<file path="src/rtl/lcs_pkg.sv">
// ----------------------------------------------------------------------------
// lcs_pkg
// Shared types and constants for the LCS length and traceback engine.
// ----------------------------------------------------------------------------
package lcs_pkg;

  localparam int MAX_LEN_DEF = 64;
  localparam int CHAR_W      = 8;
  localparam int REQ_W       = 2;
  localparam int LEN_W       = 7;

  // request codes carried on in_req_type
  localparam logic [REQ_W-1:0] REQ_LOAD_A = 2'd0;
  localparam logic [REQ_W-1:0] REQ_LOAD_B = 2'd1;
  localparam logic [REQ_W-1:0] REQ_START  = 2'd2;

  typedef enum logic [2:0] {
    S_IDLE,
    S_CHECK,
    S_FILL_RD,
    S_FILL_WR,
    S_TB_RD,
    S_TB_STEP,
    S_EMIT_RD,
    S_EMIT_OUT
  } state_t;

  // controller to datapath
  typedef struct packed {
    logic load_a;
    logic load_b;
    logic launch;
    logic fill_issue;
    logic fill_write;
    logic tb_issue;
    logic tb_step;
    logic emit_issue;
    logic emit_out;
  } cmd_t;

  // datapath to controller
  typedef struct packed {
    logic empty;
    logic fill_last;
    logic tb_end;
    logic emit_last;
  } sts_t;

endpackage

</file>
<file path="src/rtl/lcs_ctrl.sv">
// ----------------------------------------------------------------------------
// lcs_ctrl
// Sequencer: loads, table fill, traceback and result emission.
// ----------------------------------------------------------------------------
module lcs_ctrl (
  input  logic                        clk,
  input  logic                        rst_n,
  input  logic                        start,
  input  logic [lcs_pkg::REQ_W-1:0]   in_req_type,
  input  lcs_pkg::sts_t               sts,
  output lcs_pkg::cmd_t               cmd,
  output logic                        busy
);
  import lcs_pkg::*;

  state_t state_r, state_nxt;

  always_ff @(posedge clk) begin
    if (!rst_n) begin
      state_r <= S_IDLE;
    end else begin
      state_r <= state_nxt;
    end
  end

  always_comb begin
    state_nxt = state_r;
    cmd       = '0;
    busy      = 1'b1;
    case (state_r)
      S_IDLE: begin
        busy = 1'b0;
        if (start) begin
          case (in_req_type)
            REQ_LOAD_A: cmd.load_a = 1'b1;
            REQ_LOAD_B: cmd.load_b = 1'b1;
            REQ_START: begin
              cmd.launch = 1'b1;
              state_nxt  = S_CHECK;
            end
            default: ;
          endcase
        end
      end
      S_CHECK: begin
        state_nxt = sts.empty ? S_EMIT_RD : S_FILL_RD;
      end
      S_FILL_RD: begin
        cmd.fill_issue = 1'b1;
        state_nxt      = S_FILL_WR;
      end
      S_FILL_WR: begin
        cmd.fill_write = 1'b1;
        state_nxt      = sts.fill_last ? S_TB_RD : S_FILL_RD;
      end
      S_TB_RD: begin
        if (sts.tb_end) begin
          state_nxt = S_EMIT_RD;
        end else begin
          cmd.tb_issue = 1'b1;
          state_nxt    = S_TB_STEP;
        end
      end
      S_TB_STEP: begin
        cmd.tb_step = 1'b1;
        state_nxt   = S_TB_RD;
      end
      S_EMIT_RD: begin
        cmd.emit_issue = 1'b1;
        state_nxt      = S_EMIT_OUT;
      end
      S_EMIT_OUT: begin
        cmd.emit_out = 1'b1;
        state_nxt    = sts.emit_last ? S_IDLE : S_EMIT_RD;
      end
      default: begin
        state_nxt = S_IDLE;
      end
    endcase
  end

endmodule

</file>
<file path="config.mk">
export PLATFORM = sky130hd
export DESIGN_NAME = lcs_ctrl
export DESIGN_NICKNAME = d
export VERILOG_FILES = /design/src/rtl/lcs_pkg.sv /design/src/rtl/lcs_ctrl.sv
export SDC_FILE = /design/constraint.sdc
export NUM_CORES = 1
export LEC_CHECK = 0
export BUFFER_PORTS_ARGS = -buffer_cell sky130_fd_sc_hd__buf_2
export CORE_AREA = 2 2 39 41
export CTS_BUF_LIST = sky130_fd_sc_hd__clkbuf_4 sky130_fd_sc_hd__clkbuf_8 sky130_fd_sc_hd__clkbuf_16
export CTS_CLUSTER_SIZE = 30
export DETAILED_ROUTE_END_ITERATION = 6
export DIE_AREA = 0 0 41 43
export HOLD_SLACK_MARGIN = 0.05
export SLEW_MARGIN = 20
export SYNTH_ARGS = -nofsm -noshare
export SYNTH_HDL_FRONTEND = slang
export SYNTH_SLANG_ARGS = --single-unit
</file>
<file path="constraint.sdc">
create_clock -name clk -period 1.2 [get_ports clk]
set_input_delay 0.06 -clock clk [delete_from_list [all_inputs] [get_ports clk]]
set_output_delay 0.06 -clock clk [all_outputs]
set_load 0.01 [all_outputs]
</file>
; ---- Word level (Yosys, flattened, before mapping)
; Index checks and enable logic that the tools add are counted.
[word_totals]
reg_bits = 3
[classes]
eq_ne = 11
muxes = 20
n_reduce_logical = 3
[ops]
columns = cell, n
row1 = $pmux 3 s8, 1
row2 = $mux 3, 7
row3 = $eq 3x3->1 const B, 4
row4 = $mux 1, 11
row5 = $eq 3x2->1 const B, 2
row6 = $eq 3x1->1 const B, 1
row7 = $logic_not 3->1, 1
row8 = $eq 2x1->1 const B, 1
row9 = $eq 2x2->1 const B, 1
row10 = $logic_not 2->1, 1
row11 = $mux 2, 1
row12 = $ne 2x1->1 const B, 1
row13 = $ne 2x2->1 const B, 1
row14 = $reduce_and 2->1, 1

; ---- Logic depth before layout (Yosys ltp)
; Gate-level depths: netlist of run 1.
[logic_depth]
ltp_word = 4
mapped_depth = 4

; ---- Least setup slack after synthesis of run 1
; No wires, ideal clock.
[synth_path]
path_kind = register to output
start = register state_r[1]
end = output port cmd[8] in the netlist's numbering
arrival_ns = 1.112
slack_ns = 0.028
stages_incl_launch_ff = 5
cell_sequence = dfxtp_1 -> buf_6 -> nor3_2 -> inv_1 -> nor4b_1
[synth_rtl]
columns = element, line
row1 = from (decl), lcs_ctrl.sv:16  ; state_t state_r, state_nxt;
row2 = from (signal assigned), lcs_ctrl.sv:22  ; state_r <= state_nxt;
row3 = to (decl), lcs_ctrl.sv:11  ; output lcs_pkg::cmd_t cmd,

==> results of run 1 <==
## logic make-up (layout without fill, tap and decap cells)
family	after synthesis	count (layout)	synth area share (%)
flip-flops	3	3	22.64
AO/OA/AOI/OAI	8	8	18.86
buffers and inverters	5	32	14.15
AND/OR/NAND/NOR	16	16	44.33
## where the power goes
part | internal (W) | switching, W
clock network | 0.000147 | 0.0000500
logic | 0.000116 | 0.0000982
registers | 0.000114 | 0.0000120
## metal layers
metal | wire length (um) | vias to the layer above | part of all wire (%) | track usage, %
met4 | 0 | 0 | 0 | 8.000
li1 | - | 167 | - | -
met1 | 291 | 154 | 39 | 8.039
met2 | 388 | 12 | 52 | 14.06
met5 | 0 | - | 0 | 0
met3 | 61 | 0 | 8.2 | 1.571
## final timing paths
check	endpoint	slack (ps)	depth (start not counted)
setup reg to reg	state_r[0]	80	4
hold reg to reg	state_r[2]	570	2
hold / removal	state_r[0]	90	2
setup / recovery	cmd[3]	-90	4
## metrics by stage
step / power (W) / TNS [ps] / instance area, um^2 / std cells
2_1_floorplan: 0.0002370 / 0 / 265.3 / 32
3_3_place_gp: 0.0002843 / 0 / 367.9 / 66
3_5_place_dp: 0.0002851 / 0 / 367.9 / 66
4_1_cts: 0.0005141 / -138.9 / 424.2 / 71
5_1_grt: 0.0005848 / -658.7 / 465.4 / 75
6_report: 0.0005368 / -284.6 / 465.4 / 75
## area by class of cell
class	count	share of cell area, %
flip-flops and latches	3	14.25
inverters	2	1.613
multi-input cells	24	37.37
well taps	16	4.301
repair buffers	26	36.02
clock buffers	4	6.452
## cells in the final DEF (no fill, tap or decap)
cell / Yosys / routed
sky130_fd_sc_hd__o21ai_1: 1 / 1
sky130_fd_sc_hd__dfxtp_4: 0 / 1
sky130_fd_sc_hd__nand2b_1: 1 / 1
sky130_fd_sc_hd__o21ai_0: 1 / 1
sky130_fd_sc_hd__and4b_1: 1 / 1
sky130_fd_sc_hd__nor4b_4: 1 / 1
sky130_fd_sc_hd__nand3_1: 1 / 1
sky130_fd_sc_hd__inv_1: 2 / 2
sky130_fd_sc_hd__nor3_2: 1 / 1
sky130_fd_sc_hd__a21oi_1: 3 / 3
sky130_fd_sc_hd__o21a_1: 1 / 1
sky130_fd_sc_hd__and4b_4: 1 / 1
sky130_fd_sc_hd__buf_6: 2 / 4
sky130_fd_sc_hd__nor4b_2: 0 / 1
sky130_fd_sc_hd__nor3_1: 1 / 1
sky130_fd_sc_hd__o31a_1: 2 / 2
sky130_fd_sc_hd__dfxtp_2: 0 / 2
sky130_fd_sc_hd__buf_2: 0 / 17
sky130_fd_sc_hd__nor2_1: 5 / 5
sky130_fd_sc_hd__clkbuf_4: 0 / 4
sky130_fd_sc_hd__and3_1: 2 / 2
sky130_fd_sc_hd__nand2_1: 1 / 1
sky130_fd_sc_hd__buf_4: 1 / 5
## repair_timing
item                       in CTS  in global routing
setup endpoints to repair       5                  6
gates resized for setup         5                  4
cloned                          0                  0
pin swaps                       2                  1
buffers inserted                1                  4
==> impl_metrics.sql, run 1 <==
INSERT INTO impl_metrics (metric_group, metric, value, unit) VALUES
('timing', 'clock_skew_after_layout', '3.849', 'ps'),
('clocking', 'clock_slew_seen_by_the_registers_of_the_worst_setup_and_hold_paths', '30', 'ps'),
('timing', 'slew_headroom', '85.98', '%'),
('synth', 'synth.most_common_cell', 'sky130_fd_sc_hd__nor2_1', ''),
('place', 'gp_congestion', '0.6752', ''),
('finish', 'fill_cells', '155', ''),
('setup_path', 'cp_peak_stage_delay', '310', 'ps'),
('setup_path', 'timing.critical_path.fanout_max', '6', ''),
('setup_path', 'worst_path_dominant_cell_family', 'buffers and inverters', ''),
('floorplan', 'rows', '14', ''),
('synth', 'yosysTopAreaCell', 'sky130_fd_sc_hd__dfxtp_1', ''),
('floorplan', 'fp.coreArea', '1384', 'um^2'),
('timing', 'rsz0062_at_grt', 'yes', ''),
('timing', 'finalHoldViolCount', '0', ''),
('finish', 'top_regs', 'state_r x3', ''),
('synth', 'leading_cell_types_by_total_area_after_synthesis', 'sky130_fd_sc_hd__dfxtp_1 23%, sky130_fd_sc_hd__nor4b_4 9.0%, sky130_fd_sc_hd__buf_6 8.5%, sky130_fd_sc_hd__nor2_1 7.1%, sky130_fd_sc_hd__o31a_1 6.6%', ''),
('grt', 'grt_pass1_wl', '1000', 'um'),
('setup_path', 'critical_path_class', 'flip-flop to output port', ''),
('floorplan', 'io-pin-count', '19', ''),
('clocking', 'cts_made_buffers', '3', ''),
('clocking', 'cts_htree_levels', '1', ''),
('setup_path', 'crit_path_top_delay_cell', 'sky130_fd_sc_hd__dfxtp_2', ''),
('synth', 'synth.ff_latch_count', '3', ''),
('finish', 'drive_above_1_share', '62.71', '%'),
('finish', 'max_flop_register', 'state_r', ''),
('detailed_routing', 'drc_errors', '0', ''),
('timing', 'layout_worst_path_cycle_share', '107.2', '%'),
('timing', 'setup_violating_endpoint_count_in_the_final_report', '6', ''),
('synth', 'yosys.area.top_type_share', '22.64', '%'),
('detailed_routing', 'vias', '333', ''),
('synth', 'postSynthAreaPerCell', '8.289', 'um^2'),
('synth', 'async_reset_ff_share', '0', '%'),
('setup_path', 'cp-start-kind', 'flip-flop', ''),
('min_path', 'worst_hold_path_type', 'input port to flip-flop', ''),
('finish', 'antenna_diodes', '0', ''),
('place', 'dp_slack', '24.02', 'ps'),
('floorplan', 'chipHeight', '43', 'um'),
('finish', 'sequential_standard_cell_area', '66.31', 'um^2'),
('flow_run', 'max-cap-violations', '0', ''),
('clocking', 'clk_latency', '230', 'ps'),
('detailed_routing', 'detailedRoute.firstPassIterationCount', '4', ''),
('synth', 'total_number_of_yosys_warnings', '0', ''),
('clocking', 'cts-hold-fix-buffers', '0', ''),
('synth', 'synth-main-ff-cell', 'sky130_fd_sc_hd__dfxtp_1', ''),
('synth', 'synth_sequential_area_ratio', '22.64', '%'),
('finish', 'largest_register_ff_count', '3', ''),
('grt', 'globalRoute.totalOverflow', '0', ''),
('timing', 'fmax', '0.7775', 'GHz'),
('floorplan', 'die_area', '1763', 'um^2'),
('setup_path', 'regToRegStartpoint', 'state_r[2]', ''),
('grt', 'grt_max_degree', '11', ''),
('setup_path', 'worstPathCellList', 'buf_4 > buf_6 > nor4b_4 > buf_2', ''),
('floorplan', 'dieWidth', '41', 'um'),
('timing', 'final_worst_setup_slack', '-86.19', 'ps'),
('clocking', 'clockRootBuffer', 'sky130_fd_sc_hd__clkbuf_4', ''),
('synth', 'synth_edf_count', '0', ''),
('detailed_routing', 'detail_routed_net_length_per_standard_cell', '9.880', 'um'),
('synth', 'synth_area', '265.3', 'um^2'),
('run_status', 'status', 'complete, but fails checks', ''),
('place', 'numPortBuffers', '18', ''),
('synth', 'synthCells', '32', ''),
('timing', 'period_needed', '1286', 'ps'),
('power', 'total_leakage_power', '0.2464', 'nW'),
('min_path', 'holdCritStartpoint', 'rst_n', ''),
('timing', 'slew_viol_final', '0', ''),
('clocking', 'cts_tree', 'yes', ''),
('grt', 'antenna_found_initial', '0', ''),
('grt', 'grt_pass1_vias', '289', ''),
('power', 'power.density_cell_area', '1153', 'nW/um^2'),
('run_status', 'failed_checks', 'setup timing', ''),
('timing', 'tightestPinTransition', '209.4', 'ps');
No activity file was read; power rests on OpenSTA's default activity.
==> inputs of run 2 (changes only) <==
==> constraint.sdc (replaced) <==
create_clock -name clk -period 1.2 [get_ports clk]
set_input_delay 0.24 -clock clk [delete_from_list [all_inputs] [get_ports clk]]
set_output_delay 0.24 -clock clk [all_outputs]
set_load 0.01 [all_outputs]
==> run 2 against run 1 <==
  * The run still ends with setup timing left
  * Cell count is 1.3% lower
  * First-iteration DRC count increased to 4.0 times the previous value
  * Sequential cell count did not move
  * Clock skew rose by 2.6 ps
  * Die area is the same
  * Design area grew 7.3%
  * Register-to-register slack worse by 80 ps
  * Sequential power is 4% higher
  * Hold slack better by 180 ps
==> impl_metrics.sql, run 2 (same netlist as run 1, synthesis figures left out) <==
INSERT INTO impl_metrics (metric_group, metric, value, unit) VALUES
('setup_path', 'cp-start-kind', 'flip-flop', ''),
('detailed_routing', 'postRouteWirelength', '818', 'um'),
('timing', 'layout_worst_path_cycle_share', '120.6', '%'),
('min_path', 'holdCritStartpoint', 'rst_n', ''),
('timing', 'finalHoldViolCount', '0', ''),
('finish', 'largest_register_ff_count', '3', ''),
('setup_path', 'worstSetupEndpointType', 'output port', ''),
('setup_path', 'startpoint', 'state_r[2]', ''),
('place', 'placedInstanceArea', '390.4', 'um^2'),
('timing', 'slew_viol_final', '0', ''),
('finish', 'most-common-layout-cells', '17 x sky130_fd_sc_hd__buf_2, 6 x sky130_fd_sc_hd__buf_6, 4 x sky130_fd_sc_hd__nor2_1, 4 x sky130_fd_sc_hd__clkbuf_4', ''),
('detailed_routing', 'detailedRoute.firstIterationViolations', '8', ''),
('power', 'total_leakage_power', '0.2533', 'nW'),
('setup_path', 'regToRegStartpoint', 'state_r[1]', ''),
('place', 'dp_slack', '-26.10', 'ps'),
('clocking', 'cts_tree', 'yes', ''),
('detailed_routing', 'drc_errors', '0', ''),
('clocking', 'clock_slew_seen_by_the_registers_of_the_worst_setup_and_hold_paths', '40', 'ps'),
('flow_run', 'max-cap-violations', '0', ''),
('finish', 'design_area', '499.2', 'um^2'),
('clocking', 'tritoncts_num_sinks', '3', ''),
('timing', 'period_needed', '1447', 'ps'),
('grt', 'grt_pass1_vias', '317', ''),
('min_path', 'worst_hold_path_type', 'input port to flip-flop', ''),
('finish', 'area_growth', '88.21', '%'),
('floorplan', 'floorplan.initialDensity', '19.17', '%'),
('detailed_routing', 'detailedRoute.firstPassIterationCount', '3', ''),
('timing', 'clock_skew_after_layout', '6.405', 'ps'),
('detailed_routing', 'detail_route.vias_per_cell', '4.432', ''),
('grt', 'grt_pass1_wl', '1221', 'um'),
('timing', 'setup_violating_endpoint_count_in_the_final_report', '10', ''),
('clocking', 'clock_tree.buffer_depth', '2', ''),
('detailed_routing', 'detail_routed_net_length_per_standard_cell', '11.05', 'um'),
('detailed_routing', 'vias', '328', ''),
('timing', 'fmax', '0.6910', 'GHz'),
('finish', 'final_net_count', '68', ''),
('floorplan', 'io-pin-count', '19', ''),
('finish', 'top_regs', 'state_r x3', ''),
('grt', 'grt_max_degree', '11', ''),
('floorplan', 'die_area', '1763', 'um^2'),
('setup_path', 'timing.critical_path.fanout_max', '3', ''),
('detailed_routing', 'drtAntennaViolNets', '0', ''),
('power', 'ir_drop', '0.3860', 'mV'),
('finish', 'drive_above_1_share', '72.41', '%'),
('setup_path', 'critical_path_class', 'flip-flop to output port', ''),
('grt', 'antenna_found_initial', '0', ''),
('run_status', 'failed_checks', 'setup timing', ''),
('power', 'totalPowerFinal', '0.0005767', 'W'),
('setup_path', 'critPathArrivalTime', '1210', 'ps'),
('clocking', 'cts_made_buffers', '3', ''),
('grt', 'grt_util_all_layers', '10.84', '%'),
('grt', 'globalRoute.totalOverflow', '0', ''),
('clocking', 'clk_latency', '240', 'ps'),
('run_status', 'status', 'complete, but fails checks', ''),
('timing', 'tightestPinTransition', '212.2', 'ps'),
('floorplan', 'dieWidth', '41', 'um'),
('floorplan', 'chipHeight', '43', 'um'),
('finish', 'mostFrequentLayoutCell', 'sky130_fd_sc_hd__buf_2', ''),
('place', 'numPortBuffers', '18', ''),
('finish', 'max_flop_register', 'state_r', ''),
('power', 'power.density_cell_area', '1155', 'nW/um^2'),
('timing', 'rsz0062_at_grt', 'yes', ''),
('floorplan', 'fp.coreArea', '1384', 'um^2'),
('floorplan', 'rows', '14', ''),
('place', 'gp_congestion', '0.7363', ''),
('timing', 'final_worst_setup_slack', '-247.2', 'ps'),
('place', 'dp_hpwl', '550', 'um'),
('setup_path', 'cp.required', '960', 'ps'),
('clocking', 'cts_htree_levels', '1', ''),
('clocking', 'clockRootBuffer', 'sky130_fd_sc_hd__clkbuf_4', ''),
('finish', 'antenna_diodes', '0', ''),
('timing', 'slew_headroom', '85.79', '%');
-- run 2: routing by layer --
layer	vias up	wire length (um)	global-route usage [%]
met4	0	15	14.00
met3	2	65	1.571
met5	-	0	0
met2	14	410	15.31
met1	146	326	11.25
li1	166	-	-
-- run 2: final timing paths --
check	to	slack [ps]	depth (start not counted)
worst max-delay path	cmd[8]	-250	4
worst max register to register	state_r[1]	0	6
worst min register to register	state_r[2]	690	3
worst min-delay path	state_r[0]	270	2
-- run 2: cell type report --
cell class,instances,area (um^2)
multi-input cells,24,205.2
repair buffers,25,167.7
well taps,16,20.02
fillers,146,884.6
flip-flops and latches,3,66.31
clock buffers,4,30.03
inverters,2,10.01
-- run 2: per-stage QoR --
step                      util, %  instances  hold WS [ps]  setup TNS, ps
after floorplan                 -         32         367.9              0
after global placement      28.21         67         510.7              0
after detailed placement    28.21         67         510.1         -26.10
final                       36.08         74         268.3          -1251
after CTS                   34.81         74         252.3          -1272
after global routing        36.08         74         268.1          -1936
-- run 2: worst max-delay path: stages (launching register included) --
cell and delay, ps:
sky130_fd_sc_hd__dfxtp_2 330, sky130_fd_sc_hd__nor3_4 220, sky130_fd_sc_hd__inv_2 70, sky130_fd_sc_hd__nor4b_4 190
sky130_fd_sc_hd__buf_2 160
-- run 2: report_power, final --
group          internal [W]  leakage, nW  switching [W]
clock network      0.000148       0.0184      0.0000576
logic              0.000126        0.209       0.000115
registers          0.000115       0.0261      0.0000162
total              0.000388        0.253       0.000188
-- run 2: timing repair --
action / CTS / global route
setup endpoints to repair: 10 / 12
gates cloned: 0 / 0
pin swaps: 5 / 4
gates resized for setup: 14 / 4
hold buffers: 0 / 0
buffers inserted: 3 / 0
